[src/rtl/core/cpp_pkg.sv]
// shared types, constants and arithmetic helpers for the point projection block
package cpp_pkg;

   localparam int DIV_STEPS  = 60;
   localparam int ADDR_WIDTH = 5;

   localparam logic signed [35:0] ONE_Q28 = 36'sd268435456;
   localparam logic signed [63:0] HALF_Q28 = 64'sd134217728;
   localparam logic signed [35:0] MAX_S32 = 36'sd2147483647;
   localparam logic signed [35:0] MIN_S32 = -36'sd2147483648;

   typedef enum logic [1:0] {
      STATUS_OK      = 2'd0,
      STATUS_DIV_ERR = 2'd1,
      STATUS_SAT     = 2'd2
   } status_type;

   typedef enum logic [2:0] {
      REG_RADIAL_K1     = 3'd0,
      REG_RADIAL_K2     = 3'd1,
      REG_RADIAL_K3     = 3'd2,
      REG_TANGENTIAL_P1 = 3'd3,
      REG_TANGENTIAL_P2 = 3'd4,
      REG_FOCAL_X       = 3'd5,
      REG_FOCAL_Y       = 3'd6
   } reg_index_type;

   typedef struct packed {
      logic signed [31:0] k1;
      logic signed [31:0] k2;
      logic signed [31:0] k3;
      logic signed [31:0] p1;
      logic signed [31:0] p2;
      logic [30:0]        fx;
      logic [30:0]        fy;
   } cfg_type;

   typedef struct packed {
      logic signed [31:0] val;
      logic               sat;
   } sat_res_type;

   typedef struct packed {
      logic [DIV_STEPS-1:0] nqx;
      logic [31:0]          remx;
      logic [DIV_STEPS-1:0] nqy;
      logic [31:0]          remy;
      logic [31:0]          den;
      logic                 negx;
      logic                 negy;
      logic                 zero;
   } div_word_type;

   typedef struct packed {
      logic [DIV_STEPS-1:0] nq;
      logic [31:0]          rem;
   } div_step_type;

   function automatic logic signed [35:0] sx36(input logic signed [31:0] a);
      sx36 = $signed({{4{a[31]}}, a});
   endfunction

   function automatic sat_res_type sat36(input logic signed [35:0] q);
      sat_res_type r;
      if (q > MAX_S32) begin
         r.val = 32'sh7fffffff;
         r.sat = 1'b1;
      end else if (q < MIN_S32) begin
         r.val = 32'sh80000000;
         r.sat = 1'b1;
      end else begin
         r.val = q[31:0];
         r.sat = 1'b0;
      end
      return r;
   endfunction

   // q4.28 product, rounded half up, saturated
   function automatic sat_res_type mulq(input logic signed [31:0] a,
                                        input logic signed [31:0] b);
      logic signed [63:0] p;
      logic signed [35:0] q;
      p = a * b;
      p = p + HALF_Q28;
      q = p[63:28];
      return sat36(q);
   endfunction

   // one restoring division step
   function automatic div_step_type div_step(input logic [31:0] rem,
                                             input logic [DIV_STEPS-1:0] nq,
                                             input logic [31:0] den);
      logic [32:0]  trial;
      logic [32:0]  diff;
      div_step_type r;
      trial = {rem, nq[DIV_STEPS-1]};
      diff  = trial - {1'b0, den};
      if (trial >= {1'b0, den}) begin
         r.rem = diff[31:0];
         r.nq  = {nq[DIV_STEPS-2:0], 1'b1};
      end else begin
         r.rem = trial[31:0];
         r.nq  = {nq[DIV_STEPS-2:0], 1'b0};
      end
      return r;
   endfunction

   function automatic sat_res_type sat_quot(input logic [DIV_STEPS-1:0] mag,
                                            input logic neg);
      sat_res_type r;
      if (neg) begin
         if (mag > DIV_STEPS'(64'd2147483648)) begin
            r.val = 32'sh80000000;
            r.sat = 1'b1;
         end else begin
            r.val = ~mag[31:0] + 32'd1;
            r.sat = 1'b0;
         end
      end else begin
         if (mag > DIV_STEPS'(64'd2147483647)) begin
            r.val = 32'sh7fffffff;
            r.sat = 1'b1;
         end else begin
            r.val = mag[31:0];
            r.sat = 1'b0;
         end
      end
      return r;
   endfunction

endpackage

[src/rtl/core/cpp_csr.sv]
// configuration registers behind the apb-style port
module cpp_csr (
   input  logic                            clock,
   input  logic                            reset,
   input  logic                            csr_psel,
   input  logic                            csr_penable,
   input  logic                            csr_pwrite,
   input  logic [cpp_pkg::ADDR_WIDTH-1:0]  csr_paddr,
   input  logic [31:0]                     csr_pwdata,
   output logic [31:0]                     csr_prdata,
   output logic                            csr_pready,
   output cpp_pkg::cfg_type                cfg
);
   import cpp_pkg::*;

   cfg_type       cfg_ff, cfg_in;
   reg_index_type idx;
   logic          wr;

   assign idx        = reg_index_type'(csr_paddr[ADDR_WIDTH-1:2]);
   assign wr         = csr_psel & csr_penable & csr_pwrite;
   assign csr_pready = 1'b1;
   assign cfg        = cfg_ff;

   always_comb begin
      cfg_in = cfg_ff;
      if (wr) begin
         case (idx)
            REG_RADIAL_K1:     cfg_in.k1 = csr_pwdata;
            REG_RADIAL_K2:     cfg_in.k2 = csr_pwdata;
            REG_RADIAL_K3:     cfg_in.k3 = csr_pwdata;
            REG_TANGENTIAL_P1: cfg_in.p1 = csr_pwdata;
            REG_TANGENTIAL_P2: cfg_in.p2 = csr_pwdata;
            REG_FOCAL_X:       cfg_in.fx = csr_pwdata[30:0];
            REG_FOCAL_Y:       cfg_in.fy = csr_pwdata[30:0];
            default:           cfg_in = cfg_ff;
         endcase
      end
   end

   always_comb begin
      case (idx)
         REG_RADIAL_K1:     csr_prdata = cfg_ff.k1;
         REG_RADIAL_K2:     csr_prdata = cfg_ff.k2;
         REG_RADIAL_K3:     csr_prdata = cfg_ff.k3;
         REG_TANGENTIAL_P1: csr_prdata = cfg_ff.p1;
         REG_TANGENTIAL_P2: csr_prdata = cfg_ff.p2;
         REG_FOCAL_X:       csr_prdata = {1'b0, cfg_ff.fx};
         REG_FOCAL_Y:       csr_prdata = {1'b0, cfg_ff.fy};
         default:           csr_prdata = 32'd0;
      endcase
   end

   always_ff @(posedge clock) begin
      if (reset) begin
         cfg_ff.k1 <= 32'sd50394975;
         cfg_ff.k2 <= -32'sd378555574;
         cfg_ff.k3 <= 32'sd821320903;
         cfg_ff.p1 <= -32'sd775246;
         cfg_ff.p2 <= -32'sd347575;
         cfg_ff.fx <= 31'd31968448;
         cfg_ff.fy <= 31'd32140826;
      end else begin
         cfg_ff <= cfg_in;
      end
   end

endmodule

[config.mk]
export PLATFORM = sky130hd
export DESIGN_NAME = cpp_csr
export DESIGN_NICKNAME = d
export VERILOG_FILES = /design/src/rtl/core/cpp_pkg.sv /design/src/rtl/core/cpp_csr.sv
export SDC_FILE = /design/constraint.sdc
export NUM_CORES = 1
export LEC_CHECK = 0
export BUFFER_PORTS_ARGS = -buffer_cell sky130_fd_sc_hd__buf_2
export CAP_MARGIN = 20
export CORE_ASPECT_RATIO = 0.75
export CORE_MARGIN = 3
export CORE_UTILIZATION = 45
export CTS_BUF_LIST = sky130_fd_sc_hd__clkbuf_2 sky130_fd_sc_hd__clkbuf_4 sky130_fd_sc_hd__clkbuf_8
export CTS_CLUSTER_SIZE = 10
export DETAILED_ROUTE_END_ITERATION = 12
export PLACE_DENSITY = 0.75
export SYNTH_ARGS = -nofsm -noshare
export SYNTH_HDL_FRONTEND = slang
export SYNTH_SLANG_ARGS = --single-unit
[constraint.sdc]
create_clock -name clock -period 2.25 [get_ports clock]
set_input_delay 0 -clock clock [delete_from_list [all_inputs] [get_ports clock]]
set_output_delay 0 -clock clock [all_outputs]
set_load 0.05 [all_outputs]
Yosys cells after proc, flatten, opt, wreduce, memory -nomap -nowiden
Index checks and enable logic that the tools add are counted.
{"block": "totals", "output_inout_bits": 255, "word_cells": 24, "register_bits": 222, "input_bits": 42}
{"block": "op_classes", "n_mux": 1, "eq_ne": 6, "bitwise_logic": 2, "n_reduce_logical": 8}
{"operator": "$pmux W32 S7", "count": 1}
{"operator": "$reduce_and A2 Y1", "count": 7}
{"operator": "$eq A3 B3 Y1 const B", "count": 3}
{"operator": "$eq A3 B2 Y1 const B", "count": 2}
{"operator": "$eq A3 B1 Y1 const B", "count": 1}
{"operator": "$logic_not A3 Y1", "count": 1}
{"operator": "$and A1 B1 Y1", "count": 2}

Depth between registers and ports, before layout
Gate-level depths: netlist (run 1).
{"block": "depth", "depth_word": 3, "depth_mapped": 7, "depth_no_buf": 3}

Worst setup path after synthesis (run 1)
OpenSTA, ideal clock, no wires.
{"block": "synth_timing", "path_type": "flip-flop to output port", "start": "register cfg_ff, in the netlist cfg[107]", "end": "output port csr_prdata[13]", "t_arrival_ns": 2.236, "n_path_buf": 0, "required_ns": 2.250, "path_slack_ns": 0.014, "path_stages_with_launch": 4, "path_cell_list": "dfxtp_1 mux2i_1 o221a_2 a221oi_1"}
{"block": "synth_via", "elab_chain_len": 1}
{"item": "start, declared", "line_no": "cpp_csr.sv:16", "text": "cfg_type cfg_ff, cfg_in;"}
{"item": "start signal, assigned", "line_no": "cpp_csr.sv:64", "text": "cfg_ff <= cfg_in;"}
{"item": "$pmux W32 S7", "line_no": "cpp_csr.sv:42", "text": "case (idx)"}
{"item": "end, declared", "line_no": "cpp_csr.sv:10", "text": "output logic [31:0] csr_prdata,"}
Every way passes these cells.

Worst setup path after layout (run 1)
{"block": "layout_timing", "start": "input port csr_paddr[3] (netlist name)", "end": "output port csr_prdata[12]"}
{"block": "layout_via", "elab_chain_len": 2, "elab_cells_between_ends": 8}
{"item": "start, declared", "line_no": "cpp_csr.sv:8", "text": "input logic [cpp_pkg::ADDR_WIDTH-1:0] csr_paddr,"}
{"item": "$eq A3 B3 Y1, or another cell as far along", "line_no": "cpp_csr.sv:42"}
{"item": "$pmux W32 S7 (*)", "line_no": "cpp_csr.sv:42"}
Mark *: on every way between the ends. The rest lies on a longest branch, timed or not.

==> out/metrics.cfg, run 1 <==
[detailed_routing]
drc = 0
vias_per_cell = 5.57
num_vias = 9614
dr.pass1.iters = 5
drt_iter0_markers = 746
antenna_left = 0
post_drt_wl_per_cell_um = 20.6
wl_um = 35600

[timing]
setup_viol = 0
tightestPinTransition_ns = 1.07
finClkSkew_ns = 0
fin_crit_sh = 0.968
tns_ns = 0
hold_viol = 0
worst_hold_slack_ns = 0.0645
fmax_mhz = 459
rsz0062_at_grt = no
period_needed_ns = 2.18
fin_ws_ns = 0.0726
slew_violations = 0
max_slew_margin = 0.284

[final_layout]
nets = 1451
final_cell_count_no_fill = 1726
largest_register_ffs = 222
fill_cells = 1958
fin_area_mm2 = 0.0132
area_delta_synth_final_pct = 27.0
drive_above_1_share = 0.313

[critical_path]
required_ns = 2.25
cp_max_fo = 36
critPathLaunchType = input port
r2r_end = cfg[94]$_SDFFE_PP0P_
criticalPathCategory = input port to primary output
rrSetupSlack_ns = 1.42
r2r_cells = 3
cp-end-kind = primary output
critPathArrivalTime_ns = 2.18
reg2reg_from = cfg[94]$_SDFFE_PP0P_

[floorplan]
die_w_um = 182
start_util = 0.466
ios = 297
die-area_mm2 = 0.0251
coreArea_mm2 = 0.0224
fp.dieH_um = 138
row_count = 47

[placement]
post-place-cells = 1628
placed_area_mm2 = 0.0122
place.gp.congestion = 0.847
numPortBuffers = 293
place_hpwl_um = 24300
dp_slack_ns = 0.468

[cts]
clk_path_buf_depth = 3
worstSkewPairLatency_ns = 0.50
root_buffer = clkbuf_8
clk_pin_slew_ns = 0.06
htree_num_levels = 2
post_cts_buffers = 0
clock_sinks = 222
tritoncts = done
numCtsBuffers = 37

[min_path]
hold_start = csr_penable
hold-path-cell-count = 5
hold_path.class = input port to flop
holdPathEnd = cfg[109]$_SDFFE_PP0P_

[yosys]
ys_seq_elements = 222
synth_edf_count = 0
ys.flop_type = dfxtp_1
syn_avg_cell_area_um2 = 9.55
syn_nets = 1134
synthTopCellsByCount = mux2i_1 (233), dfxtp_1 (222), nor2_1 (154)
synth_top_area_share = 0.426
yosysTopAreaCell = dfxtp_1
seq_area_frac_synth = 0.426
synth.top_cells.by_area = dfxtp_1 (43%), mux2i_1 (22%), nor2_1 (5.5%), nand2b_1 (4.7%), o21ai_0 (4.0%)
synth.distinct_cells = 36
async_flop_share = 0
synthCells = 1092
yosys_warnings = 0
netlist_area_mm2 = 0.0104
yosys.cell_count.top_type = mux2i_1

[outcome]
status = finished, final reports clean

[global_route]
grt_max_degree = 61
gr-usage-all-layers = 0.273
grt_pass1_wl_um = 53900
antenna_found_initial = 4
grt_pass1_vias = 9457
grt-ovfl-total = 0

[flow_run]
maxCapViolations = 0

[power]
p_leak_nw = 6.29
pwr_density_cell_mw_per_mm2 = 644
ir_drop_mv = 0.400

how the worst max path moves through the flow:
stage                                startpoint              to  slack (ns)  cells after the start
final                              csr_paddr[3]  csr_prdata[12]        0.07                      7
after CTS                          csr_paddr[3]  csr_prdata[25]        0.03                      6
after floorplan           cfg[107]$_SDFFE_PP1P_  csr_prdata[13]        0.01                      3
after global placement             csr_paddr[2]  csr_prdata[25]        0.43                      5
after detailed placement           csr_paddr[2]  csr_prdata[25]        0.47                      5
after global routing               csr_paddr[3]   csr_prdata[0]        0.01                      8
per-stage QoR:
stage | power (W) | util
global route | 0.00880 | 0.591
finish | 0.00853 | 0.591
global placement | 0.00511 | 0.544
detailed placement | 0.00512 | 0.544
CTS | 0.00855 | 0.590
floorplan | 0.00482 | -
layout by cell type, fill, tap and decap left out, types with 2 or more instances in the layout:
master,instances
o21ai_1,15
inv_1,17
o211ai_1,14
nor2_1,153
nand2b_1,79
buf_6,4
clkbuf_4,13
dfxtp_1,222
o221a_2,17
dlygate4sd3_1,34
nand2_1,15
or2_2,5
buf_4,42
buf_2,290
clkbuf_8,42
nor2_2,2
a32oi_1,14
a2bb2oi_1,14
nor2b_1,49
buf_12,6
o31ai_1,7
mux2i_1,233
clkinv_2,4
o21ai_0,84
a221oi_1,17
diode_2,4
or3_1,9
nand2b_4,2
mux2_2,14
layer usage:
| layer | GRT usage | up-vias | routed length (µm) | share of wire |
|---|---|---|---|---|
| met5 | 0 | - | 20 | 0.00056 |
| met4 | 0.0774 | 2 | 692 | 0.019 |
| met3 | 0.0575 | 64 | 3290 | 0.092 |
| met2 | 0.437 | 472 | 15700 | 0.44 |
| met1 | 0.375 | 4627 | 15900 | 0.45 |
| li1 | - | 4449 | - | - |
where the power goes:
part	internal, W	switching [W]	total [W]
Clock	0.00188	0.00154	0.00342
Combinational	0.000364	0.000750	0.00111
Sequential	0.00396	0.0000271	0.00399
timing repair:
item / in CTS / in global routing
endpoints found under the setup margin: 0 / 14
hold buffers: 34 / 0
endpoints found under the hold margin: 221 / 0
resized for setup: 0 / 3
layout make-up:
cell class,count,area [µm²],area share
diodes,4,10.0,0.000755
clock buffers,54,668,0.0504
clock inverters,4,20.0,0.00151
inverters,17,63.8,0.00482
multi-input cells,754,5400,0.407
flip-flops and latches,222,4440,0.335
well taps,294,368,0.0278
repair buffers,377,2280,0.172
worst max-delay path: stages:
cell and delay [ns]:
dlygate4sd3_1 0.53, buf_4 0.23, buf_12 0.27, mux2i_1 0.13, o221a_2 0.27, a221oi_1 0.34, buf_2 0.34
cell families (layout without fill, tap and decap cells):
| family | Yosys count | in the layout | share of synthesized area |
|---|---|---|---|
| AND/OR/NAND/NOR | 321 | 322 | 0.155 |
| buffers and inverters | 117 | 452 | 0.0597 |
| flip-flops | 222 | 222 | 0.426 |
| multiplexers | 247 | 247 | 0.239 |
| AO/OA/AOI/OAI | 184 | 184 | 0.120 |
| other | 1 | 5 | 0.000360 |
Power figures use the tool's default switching activity.
==> run 2: changes to the inputs <==
--- a/config.mk
+++ b/config.mk
@@ -6,7 +6,6 @@
 export NUM_CORES = 1
 export LEC_CHECK = 0
 export BUFFER_PORTS_ARGS = -buffer_cell sky130_fd_sc_hd__buf_2
-export CAP_MARGIN = 20
 export CORE_ASPECT_RATIO = 0.75
 export CORE_MARGIN = 3
 export CORE_UTILIZATION = 45
==> constraint.sdc (replaced) <==
create_clock -name clock -period 2.5 [get_ports clock]
set_input_delay 0 -clock clock [delete_from_list [all_inputs] [get_ports clock]]
set_output_delay 0 -clock clock [all_outputs]
set_load 0.05 [all_outputs]
==> run 2 against run 1 <==
  * Cell area fell by 0.41%
  * First-iteration DRC count is 7.1% lower
  * Die area stayed put
  * Highest routed layer unchanged
  * Wire length rose by 0.65%
  * Clock power about the same
  * Sequential share of layout area rose by 0.14 points
  * Critical path type unchanged
==> out/metrics.cfg, run 2 (synthesis gave the netlist of run 1 again) <==
[outcome]
status = finished, final reports clean

[global_route]
gr-usage-all-layers = 0.273  ; about the same
grt_max_degree = 78  ; +28%
grt_pass1_wl_um = 53900  ; -0.14%
antenna_found_initial = 2  ; -2
grt-ovfl-total = 0  ; unchanged
grt_pass1_vias = 9393  ; -0.68%

[power]
switching_power_w = 0.00216  ; -6.7%
swShare = 0.270  ; -0.00206
pwr_density_cell_mw_per_mm2 = 607  ; -5.6%
clkPwrFrac = 0.429  ; +0.027
ir_drop_mv = 0.447  ; +12%
p_leak_nw = 6.25  ; -0.62%
combPwrFrac = 0.123  ; -0.008
seqPwrFrac = 0.448  ; -0.020
intPower_w = 0.00585  ; -5.7%

[cts]
worstSkewPairLatency_ns = 0.50  ; about the same
root_buffer = clkbuf_8
clock_sinks = 222  ; unchanged
clk_path_buf_depth = 3  ; unchanged
post_cts_buffers = 0  ; unchanged
numCtsBuffers = 37  ; unchanged
tritoncts = done
clk_pin_slew_ns = 0.06  ; about the same
htree_num_levels = 2  ; unchanged

[timing]
slew_violations = 0  ; unchanged
fmax_mhz = 516
setup_viol = 0  ; unchanged
period_needed_ns = 1.94
fin_crit_sh = 0.775
finClkSkew_ns = 0  ; unchanged
tns_ns = 0  ; unchanged
tightestPinTransition_ns = 1.19  ; +0.119 ns
rsz0062_at_grt = no
hold_viol = 0  ; unchanged
max_slew_margin = 0.205  ; -0.0795

[critical_path]
critical_path.endpoint = csr_prdata[12]
required_ns = 2.50  ; +0.25 ns
critPathMaxStageDelay_ns = 0.44  ; -0.09 ns
reg2reg_from = cfg[120]$_SDFFE_PP1P_
crit_chain = buf_4, buf_4, mux2i_1, o221a_2, a221oi_1, buf_2
critPathArrivalTime_ns = 1.94  ; -0.24 ns
startpoint = csr_paddr[3]
criticalPathCategory = input port to primary output
critPathLaunchType = input port
rrSetupSlack_ns = 1.30  ; -0.12 ns
path_delay_family = buffers and inverters
cp_max_fo = 24  ; -33%
r2r_end = cfg[120]$_SDFFE_PP1P_
r2r_cells = 3  ; unchanged
cp-end-kind = primary output
cp_slowest_cell = buf_4
path_common_cell = buf_4
critical_path_depth = 6  ; -1
cp.buffers_inverters = 3  ; -1

[final_layout]
fill_cells = 2001  ; +2.2%
area_delta_synth_final_pct = 26.5
drive_above_1_share = 0.309  ; -0.00387
fin_area_mm2 = 0.0132  ; -0.41%
nets = 1435  ; -1.1%
mostFrequentLayoutCells = buf_2 (291), mux2i_1 (233), dfxtp_1 (222), nor2_1 (153), o21ai_0 (84)
final_common_cell = buf_2
largest_register_ffs = 222  ; unchanged
postLayoutCoreUtil = 0.589  ; -0.00240

[flow_run]
maxCapViolations = 0  ; unchanged

[detailed_routing]
post_drt_wl_per_cell_um = 20.9  ; +1.3%
vias_per_cell = 5.61  ; +0.66%
drt_iter0_markers = 693  ; -7.1%
drc = 0  ; unchanged
dr.pass1.iters = 7  ; +2
wl_um = 35800  ; +0.65%
num_vias = 9616  ; +0.021%
antenna_left = 0  ; unchanged

[floorplan]
die-area_mm2 = 0.0251  ; unchanged
row_count = 47  ; unchanged
ios = 297  ; unchanged
die_w_um = 182  ; unchanged
coreArea_mm2 = 0.0224  ; unchanged
fp.dieH_um = 138  ; unchanged
start_util = 0.466  ; unchanged

[placement]
place_hpwl_um = 24100  ; -0.85%
place.gp.congestion = 0.817  ; -3.5%
placed_area_mm2 = 0.0121  ; -1.1%
numPortBuffers = 293  ; unchanged

[min_path]
hold_path.class = input port to flop

-- run 2: worst min path at each step --
stage / slack [ns] / cells after the start / from / to
after floorplan: 0.15 / 2 / csr_pwdata[24] / cfg[150]$_SDFFE_PP0P_
after global placement: 0.27 / 3 / csr_pwdata[5] / cfg[99]$_SDFFE_PP1P_
after detailed placement: 0.28 / 3 / csr_pwdata[24] / cfg[150]$_SDFFE_PP0P_
after CTS: 0.01 / 4 / csr_pwrite / cfg[176]$_SDFFE_PP1P_
after global routing: 0.06 / 4 / csr_pwrite / cfg[176]$_SDFFE_PP1P_
final: 0.03 / 4 / csr_pwrite / cfg[176]$_SDFFE_PP1P_
-- run 2: layout make-up --
type	instances	area, µm²	area share
Multi-Input combinational cell	753	5390	0.408
Antenna cell	1	2.50	0.000190
Inverter	17	63.8	0.00484
Sequential cell	222	4440	0.337
Clock buffer	59	737	0.0559
Clock inverter	7	65.1	0.00493
Timing Repair Buffer	362	2130	0.161
Tap cell	294	368	0.0279
-- run 2: metrics by stage --
step	setup slack, ns	hold WS, ns	cells	power [W]
floorplan	0.264	0.152	1092	0.00434
global placement	0.480	0.272	1614	0.00459
detailed placement	0.441	0.276	1614	0.00460
CTS	0.624	0.0133	1714	0.00806
global route	0.561	0.0584	1715	0.00828
finish	0.562	0.0301	1715	0.00801
-- run 2: timing repair --
action                                 CTS  global route
gates resized for setup                  0             0
endpoints found under the hold margin  222             0
hold buffers                            34             0
-- run 2: layer usage --
metal / routed length (µm) / GRT usage / up-vias
met2: 16000 / 0.439 / 442
met5: 7 / 0 / -
met4: 832 / 0.0829 / 2
met3: 3080 / 0.0607 / 67
met1: 15900 / 0.369 / 4689
li1: - / - / 4416
-- run 2: worst reg2reg max path, cell delays in order, from the launching register on --
cell	delay [ns]
dfxtp_1	0.34
nor2_1	0.11
mux2i_1	0.07
dlygate4sd3_1	0.57
-- run 2: power groups by stage --
stage          Combinational [W]  Sequential [W]  Clock, W
2_1_floorplan           0.000589         0.00375         0
3_3_place_gp            0.000926         0.00367         0
3_5_place_dp            0.000936         0.00367         0
4_1_cts                 0.000979         0.00359   0.00349
5_1_grt                  0.00104         0.00359   0.00366
6_report                0.000987         0.00359   0.00344
==> run 3: changes to the inputs <==
--- a/config.mk
+++ b/config.mk
@@ -12,7 +12,7 @@
 export CTS_BUF_LIST = sky130_fd_sc_hd__clkbuf_2 sky130_fd_sc_hd__clkbuf_4 sky130_fd_sc_hd__clkbuf_8
 export CTS_CLUSTER_SIZE = 10
 export DETAILED_ROUTE_END_ITERATION = 12
-export PLACE_DENSITY = 0.75
+export PLACE_DENSITY = 0.77
 export SYNTH_ARGS = -nofsm -noshare
 export SYNTH_HDL_FRONTEND = slang
 export SYNTH_SLANG_ARGS = --single-unit
==> constraint.sdc (replaced) <==
create_clock -name clock -period 1.6 [get_ports clock]
set_input_delay 0 -clock clock [delete_from_list [all_inputs] [get_ports clock]]
set_output_delay 0 -clock clock [all_outputs]
set_load 0.05 [all_outputs]
==> run 3 against run 2 <==
  * The run now ends with negative setup slack left
  * Global-route usage up 1.4 points
  * Worst setup slack got worse by 0.60 ns
  * Final cell count grew 5.4%
  * Largest power group unchanged
  * Sequential share of layout area down 2.6 points
  * Register-to-register slack got worse by 0.99 ns
  * First-iteration DRC count decreased by 14%
  * Critical endpoint is now csr_prdata[22]
  * Via count grew 5.1%
  * Clock skew is the same
==> out/metrics.cfg, run 3 (synthesis gave the netlist of run 1 again) <==
[outcome]
status = finished with violations
violations = negative setup slack

[final_layout]
final_common_cell = buf_2
drive_above_1_share = 0.443  ; +0.134
fin_area_mm2 = 0.0148  ; +12%
postLayoutCoreUtil = 0.660  ; +0.0710
mostFrequentLayoutCells = buf_2 (259), mux2i_1 (231), nor2_1 (153), buf_4 (127), dfxtp_1 (115)
final_cell_count_no_fill = 1808  ; +5.4%
fill_cells = 1755  ; -12%
multi_input_area_mm2 = 0.00581  ; +7.9%
nets = 1532  ; +6.8%
final-seq-area_mm2 = 0.00459  ; +3.3%
largest_register_ffs = 222  ; unchanged
area_delta_synth_final_pct = 41.8

[cts]
clock_sinks = 222  ; unchanged
clk_pin_slew_ns = 0.06  ; about the same
tritoncts = done
numCtsBuffers = 37  ; unchanged
worstSkewPairLatency_ns = 0.51  ; about the same
root_buffer = clkbuf_8
htree_num_levels = 2  ; unchanged
clk_path_buf_depth = 3  ; unchanged

[detailed_routing]
drc = 0  ; unchanged
wl_um = 38100  ; +6.2%
drt_iter0_markers = 595  ; -14%
num_vias = 10100  ; +5.1%
dr.pass1.iters = 5  ; -2
vias_per_cell = 5.59  ; -0.32%
antenna_left = 0  ; unchanged
post_drt_wl_per_cell_um = 21.0  ; +0.73%

[floorplan]
row_count = 47  ; unchanged
die-area_mm2 = 0.0251  ; unchanged
die_w_um = 182  ; unchanged
ios = 297  ; unchanged
start_util = 0.466  ; unchanged
fp.dieH_um = 138  ; unchanged
coreArea_mm2 = 0.0224  ; unchanged

[critical_path]
criticalPathCategory = flop to primary output
required_ns = 1.60  ; -0.90 ns
cp_max_fo = 2  ; -92%
critPathArrivalTime_ns = 1.64  ; -0.30 ns
r2r_cells = 4  ; +1
r2r_end = cfg[88]$_SDFFE_PP1P_
critPathLaunchType = flop
reg2reg_from = cfg[88]$_SDFFE_PP1P_
cp-end-kind = primary output
rrSetupSlack_ns = 0.31  ; -0.99 ns

[power]
pwr_density_cell_mw_per_mm2 = 854  ; +41%
p_leak_nw = 6.91  ; +11%
ir_drop_mv = 0.473  ; +5.9%

[global_route]
grt_pass1_wl_um = 56300  ; +4.5%
antenna_found_initial = 1  ; -1
grt_max_degree = 55  ; -29%
gr-usage-all-layers = 0.287  ; +0.0139
grt_pass1_vias = 9799  ; +4.3%
grt-ovfl-total = 0  ; unchanged

[timing]
rsz0062_at_grt = yes
setup_viol = 8  ; +8
max_slew_margin = 0.562  ; +0.358
period_needed_ns = 1.64
tightestPinTransition_ns = 0.654  ; -0.539 ns
fin_ws_ns = -0.0380  ; -0.600 ns
fin_crit_sh = 1.02
fmax_mhz = 610
hold_viol = 0  ; unchanged
slew_violations = 0  ; unchanged
finClkSkew_ns = 0  ; unchanged

[placement]
post-place-cells = 1648  ; +2.1%
numPortBuffers = 293  ; unchanged
place_hpwl_um = 25100  ; +4.1%
dp_slack_ns = 0.0579  ; -0.383 ns
place.gp.congestion = 0.852  ; +4.2%
placed_area_mm2 = 0.0128  ; +6.5%

[min_path]
hold_path.class = input port to flop
hold_start = csr_paddr[3]
holdPathEnd = cfg[99]$_SDFFE_PP1P_
hold-path-cell-count = 4  ; unchanged

[flow_run]
maxCapViolations = 0  ; unchanged

==> run 3: per-layer routing <==
metal	global-route usage	routed length, µm	share of wire	vias up
met5	0	0	0	-
met2	0.467	17300	0.46	527
li1	-	-	-	4601
met1	0.389	16400	0.43	4915
met3	0.0665	3640	0.096	62
met4	0.0664	622	0.016	0
==> run 3: per-stage QoR <==
stage	hold slack, ns	TNS [ns]	total power (W)
4_1_cts	0.0528	-0.357	0.0126
3_5_place_dp	0.287	0	0.00738
3_3_place_gp	0.274	0	0.00736
5_1_grt	0.0283	-1.55	0.0130
6_report	0.0128	-0.201	0.0126
2_1_floorplan	0.145	0	0.00689
==> run 3: final cells by class <==
cell class / count / share of cell area
multi-input cells: 753 / 0.393
clock buffers: 59 / 0.0498
well taps: 294 / 0.0249
repair buffers: 459 / 0.216
inverters: 17 / 0.00432
flip-flops and latches: 222 / 0.310
clock inverters: 3 / 0.00118
diodes: 1 / 0.000169
==> run 3: repair_timing <==
| action | in CTS | in global routing |
|---|---|---|
| endpoints found under the hold margin | 221 | 0 |
| resized for setup | 129 | 33 |
| buffers inserted | 41 | 22 |
| pin swaps | 28 | 28 |
| hold buffers | 34 | 0 |
| endpoints found under the setup margin | 31 | 33 |
==> run 3: worst max-delay path by stage <==
stage,startpoint,to,slack [ns],cells after the start
2_1_floorplan,cfg[158]$_SDFFE_PP0P_,csr_prdata[0],0.03,2
3_3_place_gp,csr_paddr[3],cfg[55]$_SDFFE_PP1P_,0.11,5
3_5_place_dp,csr_paddr[3],cfg[87]$_SDFFE_PP1P_,0.06,5
4_1_cts,cfg[180]$_SDFFE_PP1P_,csr_prdata[22],-0.07,4
5_1_grt,cfg[81]$_SDFFE_PP1P_,csr_prdata[19],-0.10,4
6_report,cfg[53]$_SDFFE_PP1P_,csr_prdata[22],-0.04,4
==> run 3: power breakdown <==
part           internal, W  leakage [nW]  switching (W)
logic             0.000702          4.72        0.00117
clock network      0.00290         0.401        0.00225
registers          0.00556          1.79      0.0000359
total              0.00917          6.91        0.00346
==> run 3: worst max-delay path: stages, from the launching register on <==
cell and delay, ns:
dfxtp_2 0.35, inv_1 0.06, o221a_2 0.31, a221oi_4 0.21, buf_6 0.20
